[src/tpd_pkg.sv]
package tpd_pkg;

  // Widest pattern index that any legal store depth needs (depth up to 256)
  localparam int IdxW = 8;
  localparam int KeyW = 32;

  localparam int MaxPositionsDef = 128;
  localparam int PatternLimitDef = 64;

  // Search token that walks down the chain of cells
  typedef struct packed {
    logic            valid;
    logic            hit;
    logic [IdxW-1:0] idx;
    logic [KeyW-1:0] key;
  } tok_t;

  // Store write, broadcast to every cell
  typedef struct packed {
    logic            en;
    logic [IdxW-1:0] idx;
    logic [KeyW-1:0] key;
  } wr_t;

endpackage

[src/tpd_cell.sv]
module tpd_cell #(
  parameter int MAX_POSITIONS = 128,
  parameter int CELL_IDX      = 0
) (
  input  logic                                  clk,
  input  logic                                  rst_n,
  input  logic [$clog2(MAX_POSITIONS+1)-1:0]    count,
  input  tpd_pkg::tok_t                         tok_in,
  input  tpd_pkg::wr_t                          wr,
  output tpd_pkg::tok_t                         tok_out
);
  import tpd_pkg::*;

  localparam int CntW = $clog2(MAX_POSITIONS + 1);
  localparam logic [CntW-1:0] MyCnt = CntW'(CELL_IDX);
  localparam logic [IdxW-1:0] MyIdx = IdxW'(CELL_IDX);

  logic [KeyW-1:0] entry_r;
  tok_t            tok_r;
  tok_t            tok_nxt;
  logic            match;

  // Only entries below the fill count take part in the search
  assign match = tok_in.valid && !tok_in.hit && (MyCnt < count) && (entry_r == tok_in.key);

  always_comb begin
    tok_nxt = tok_in;
    if (match) begin
      tok_nxt.hit = 1'b1;
      tok_nxt.idx = MyIdx;
    end
  end

  always_ff @(posedge clk) begin
    if (!rst_n) begin
      tok_r <= '0;
    end else begin
      tok_r <= tok_nxt;
    end
  end

  always_ff @(posedge clk) begin
    if (wr.en && (wr.idx == MyIdx)) begin
      entry_r <= wr.key;
    end
  end

  assign tok_out = tok_r;

endmodule

[config.mk]
export PLATFORM = sky130hd
export DESIGN_NAME = tpd_cell
export DESIGN_NICKNAME = d
export VERILOG_FILES = /design/src/tpd_pkg.sv /design/src/tpd_cell.sv
export SDC_FILE = /design/constraint.sdc
export NUM_CORES = 1
export LEC_CHECK = 0
export BUFFER_PORTS_ARGS = -buffer_cell sky130_fd_sc_hd__buf_4
export CAP_MARGIN = 20
export CORE_ASPECT_RATIO = 1.75
export CORE_MARGIN = 2
export CORE_UTILIZATION = 35
export CTS_BUF_LIST = sky130_fd_sc_hd__clkbuf_8
export CTS_CLUSTER_DIAMETER = 40
export DETAILED_ROUTE_END_ITERATION = 6
export HOLD_SLACK_MARGIN = 0.08
export PLACE_DENSITY = 0.68
export SYNTH_ARGS = -nofsm -noshare
export SYNTH_HDL_FRONTEND = slang
export SYNTH_SLANG_ARGS = --single-unit
[constraint.sdc]
create_clock -name clk -period 5.9 [get_ports clk]
set_clock_uncertainty 0.1 [all_clocks]
set_input_delay 1.18 -clock clk [delete_from_list [all_inputs] [get_ports clk]]
set_output_delay 1.18 -clock clk [all_outputs]
set_load 0.005 [all_outputs]
* After elaboration in Yosys (flattened, before gate mapping) *
Index checks and enable logic that the tools add are counted.

storage, ports and cells
  input port bits = 93
  output and inout port bits = 42
  word-level logic and storage cells = 16
  bits in registers = 74

operators by class
  reduce and logical (&&, ||, !) cells = 7
  mux-type cells = 1
  $lt $le $gt $ge = 1
  eq/ne operators = 1
  bitwise logic cells = 1

operators by type and width
  cell                                                       number
  equality test 32 bit                                       1
  two-way mux 9 bit                                          1
  zero test 8 bit                                            1
  less-than comparator 1 x 8 -> 1 bit, first input constant  1
  logical AND 1 bit                                          4
  OR reduction 2 bit                                         1
  zero test 1 bit                                            1
  NOT 1 bit                                                  1

* Logic depth before layout (Yosys ltp) *
  depth after elaboration = 5
  depth in mapped cells = 4
  depth with buffers taken out = 4

* Least setup slack after synthesis *
OpenSTA, ideal clock, no wires.

  path kind = in2reg
  start = input port wr[38] (netlist name)
  end = register entry_r[0], enable pin
  stages = 3
  buffers on the path = 0
  setup slack = 0.697 ns
  data required time = 5.295 ns
  arrival = 4.598 ns
  library setup time = 0.505 ns
  path through = nor4b_1 nand2_1 nor4_1

on the way
  longest elaborated chain between the ends = 2

ends and longest elaborated chain
  item                    RTL line        source
  start: declaration      tpd_cell.sv:9   input tpd_pkg::wr_t wr,
  zero test 8 bit         tpd_cell.sv:43  if (wr.en && (wr.idx == MyIdx)) begin
  logical AND 1 bit       tpd_cell.sv:43
  end signal: assignment  tpd_cell.sv:44  entry_r <= wr.key;
  end: declaration        tpd_cell.sv:18  logic [KeyW-1:0] entry_r;

No other way between the ends.
A chain may end at the register's enable or synchronous reset.

* Worst setup path in the final report *
  start = input port tok_in[3] (netlist name)
  end = register tok_r, in the netlist tok_out[34]

on the way
  longest elaborated chain between the ends = 3

ends and longest elaborated chain
  item                                 RTL line        source
  start: declaration                   tpd_cell.sv:8   input tpd_pkg::tok_t tok_in,
  equality test 32 bit                 tpd_cell.sv:24  assign match = tok_in.valid && !tok_in.hit && (MyCnt < count) && (entry_r == tok_in.key);
  logical AND 1 bit                    tpd_cell.sv:24
  OR reduction 2 bit (no source line)  --
  end signal: assignment               tpd_cell.sv:38  tok_r <= tok_nxt;
  end: declaration                     tpd_cell.sv:19  tok_t tok_r;

No other way between the ends.

==> flow_summary.yaml <==
worst_setup_path:
  r2r_cells: 4
  critPathArrivalTime_ns: 2.43
  start_kind: "input pin"
  crit_type: "in -> reg"
  crit_required_ns: 5.98
  r2r_end: "tok_out[34]"
  r2r-start: "entry_r[3]"
  crit_fanout: 8
  reg2reg_slack_ns: 4.13
  end_kind: "register"
timing:
  max_freq_mhz: 426
  layout_min_cycle_time_ns: 2.35
  finalSetupViolCount: 0
  rsz0062_at_grt: "false"
  hold_viol: 0
  maxSlewHeadroom_pct: 53.8
  min_period_over_period_pct: 39.8
  worst-slew-pin-transition_ns: 0.687
  tns_ns: 0
  slew_violations: 0
hold_path:
  hold_class: "reg -> reg"
  timing.hold.worst_endpoint: "tok_out[40]"
  hold_path_depth: 4
  min-delay-start: "entry_r[12]"
synthesis:
  synth_seq_cells: 74
  yosysSeqAreaShare_pct: 67.4
  syn-cell-area_um2: 2670
  yosysWarnings: 0
  syn_nets: 284
  syn_avg_cell_area_um2: 14.0
  ys_types: 25
  postSynthCellCount: 191
clock_tree:
  cts_buffers: 9
  root_buffer: "clkbuf_8"
  clock_path_buffers: 2
  clk_latency_ns: 0.35
  hold_buffers: 0
  post_cts_resized: 0
  h-tree-depth: 3
  cts_tree: "done"
  post_cts_buffers: 0
  clock_sinks: 74
  path_clk_slew_ns: 0.07
power:
  sw_frac_of_total_pct: 21.5
  power.density_nw_per_um2: 251
  max-vdd-ir-drop_mv: 0.145
  clkPwrFrac_pct: 32.8
  p_int_w: 0.000778
  combPwrFrac_pct: 11.4
  p_switching_w: 0.000213
  p_total_w: 0.000991
  p_leak_nw: 1.67
  pwr-share-seq_pct: 55.8
layout:
  syn_to_final_growth_pct: 47.9
  antenna_cells: 0
  fin_nets: 427
  final_cell_mix: "buf_4, dfxtp_1, and2_1, edfxtp_1, xnor2_1"
  drive_above_1_share_pct: 46.6
  nFillCells: 695
  layout_commonest_cell: "buf_4"
grt:
  antenna_found_initial: 0
  first_global_vias: 2058
  gr-total-overflow: 0
  grt_max_degree: 36
  gr-usage-all-layers_pct: 16.2
  grt_pass1_wl_um: 9950
detailed_routing:
  vias: 1951
  route.detailed.drc: 0
  wl_um: 6470
  first_pass_iters: 4
  avgRoutedWirePerCell_um: 15.2
  drt-initial-drc-count: 98
  viasPerCell: 4.57
  antenna_left: 0
flow_run:
  cap_viol_max_count: 0
placement:
  port_buffers: 134
  place_congestion: 0.750
  hpwl_um: 5180
status:
  status: "finished, final reports clean"
floorplanning:
  die_area_um2: 8370
  die_h_um: 120
  core-area_um2: 7460
  die_x_um: 70.0
  rows: 42
  ios: 135
  initial_utilization_pct: 35.8
worst max-delay path by stage:
| stage | from | endpoint | slack (ns) | cells after the start |
|---|---|---|---|---|
| after CTS | tok_in[3] | tok_out[38] | 3.49 | 5 |
| final | tok_in[3] | tok_out[34] | 3.55 | 5 |
| after detailed placement | tok_in[3] | tok_out[38] | 3.11 | 5 |
| after global placement | tok_in[3] | tok_out[33] | 3.17 | 5 |
| after global routing | tok_in[3] | tok_out[38] | 3.36 | 5 |
| after floorplan | wr[38] | entry_r[0] | 0.70 | 3 |
metrics by stage:
step | cell area [µm²] | util, % | hold slack (ns) | setup slack (ns) | std cells
after CTS | 3950 | 52.9 | 0.729 | 3.49 | 427
after global placement | 3790 | 50.8 | 0.707 | 3.17 | 411
after detailed placement | 3790 | 50.8 | 0.718 | 3.11 | 411
after floorplan | 2670 | - | 0.634 | 0.697 | 191
after global routing | 3950 | 52.9 | 0.733 | 3.36 | 427
final | 3950 | 52.9 | 0.725 | 3.55 | 427
sequential cells by signal (all words and copies together) (netlist names):
name and cells:
entry_r 32, tok_out 42
worst max-delay path, cell delays in order:
cell      delay, ns
buf_4          0.12
xnor2_1        0.24
nand4_1        0.22
nor4_4         0.50
a311oi_1       0.16
final cells by class:
type,count,area [µm²],area share [%]
clock buffers,10,138,3.48
clock inverters,6,22.5,0.570
flip-flops and latches,74,1800,45.6
well taps,88,110,2.79
multi-input cells,105,831,21.0
inverters,9,33.8,0.855
repair buffers,135,1010,25.7
cells in the mapped netlist, drive strengths merged:
| library cell | count | share of area (%) |
|---|---|---|
| nor2 | 3 | 0.52 |
| and2 | 33 | 7.7 |
| nor4b | 1 | 0.33 |
| nand2b | 1 | 0.33 |
| xnor2 | 31 | 11 |
| xor2 | 1 | 0.61 |
| edfxtp | 32 | 36 |
| nand4 | 12 | 2.8 |
| nor4 | 5 | 2.0 |
| o211ai | 1 | 0.47 |
| nand4b | 2 | 0.66 |
| a32o | 1 | 0.37 |
| inv | 9 | 1.3 |
| dfxtp | 42 | 31 |
| or4 | 2 | 0.84 |
| clkbuf | 3 | 0.42 |
| nand3 | 2 | 0.37 |
| nor3 | 1 | 0.37 |
| nand2 | 1 | 0.14 |
| a311oi | 8 | 2.6 |
power by group through the flow:
stage	clock network (W)	registers (W)	logic, W
2_1_floorplan	0	0.000567	0.0000297
3_3_place_gp	0	0.000565	0.000113
3_5_place_dp	0	0.000565	0.000115
4_1_cts	0.000338	0.000553	0.000115
5_1_grt	0.000364	0.000554	0.000123
6_report	0.000325	0.000553	0.000113
layer usage:
metal	GRT usage [%]	vias up	part of all wire, %
li1	-	960	-
met1	15.3	901	32
met2	29.8	80	58
met3	6.21	10	7.6
met4	7.81	0	2.4
met5	0	-	0
logic make-up (layout without fill, tap and decap cells):
kind of cell | count (synthesis) | count (layout) | synth area share (%)
simple gates | 63 | 63 | 16.1
compound gates | 10 | 10 | 3.47
buf+inv | 12 | 160 | 1.69
xor+xnor | 32 | 32 | 11.3
flops | 74 | 74 | 67.4
(Power assumes the default switching activity.)
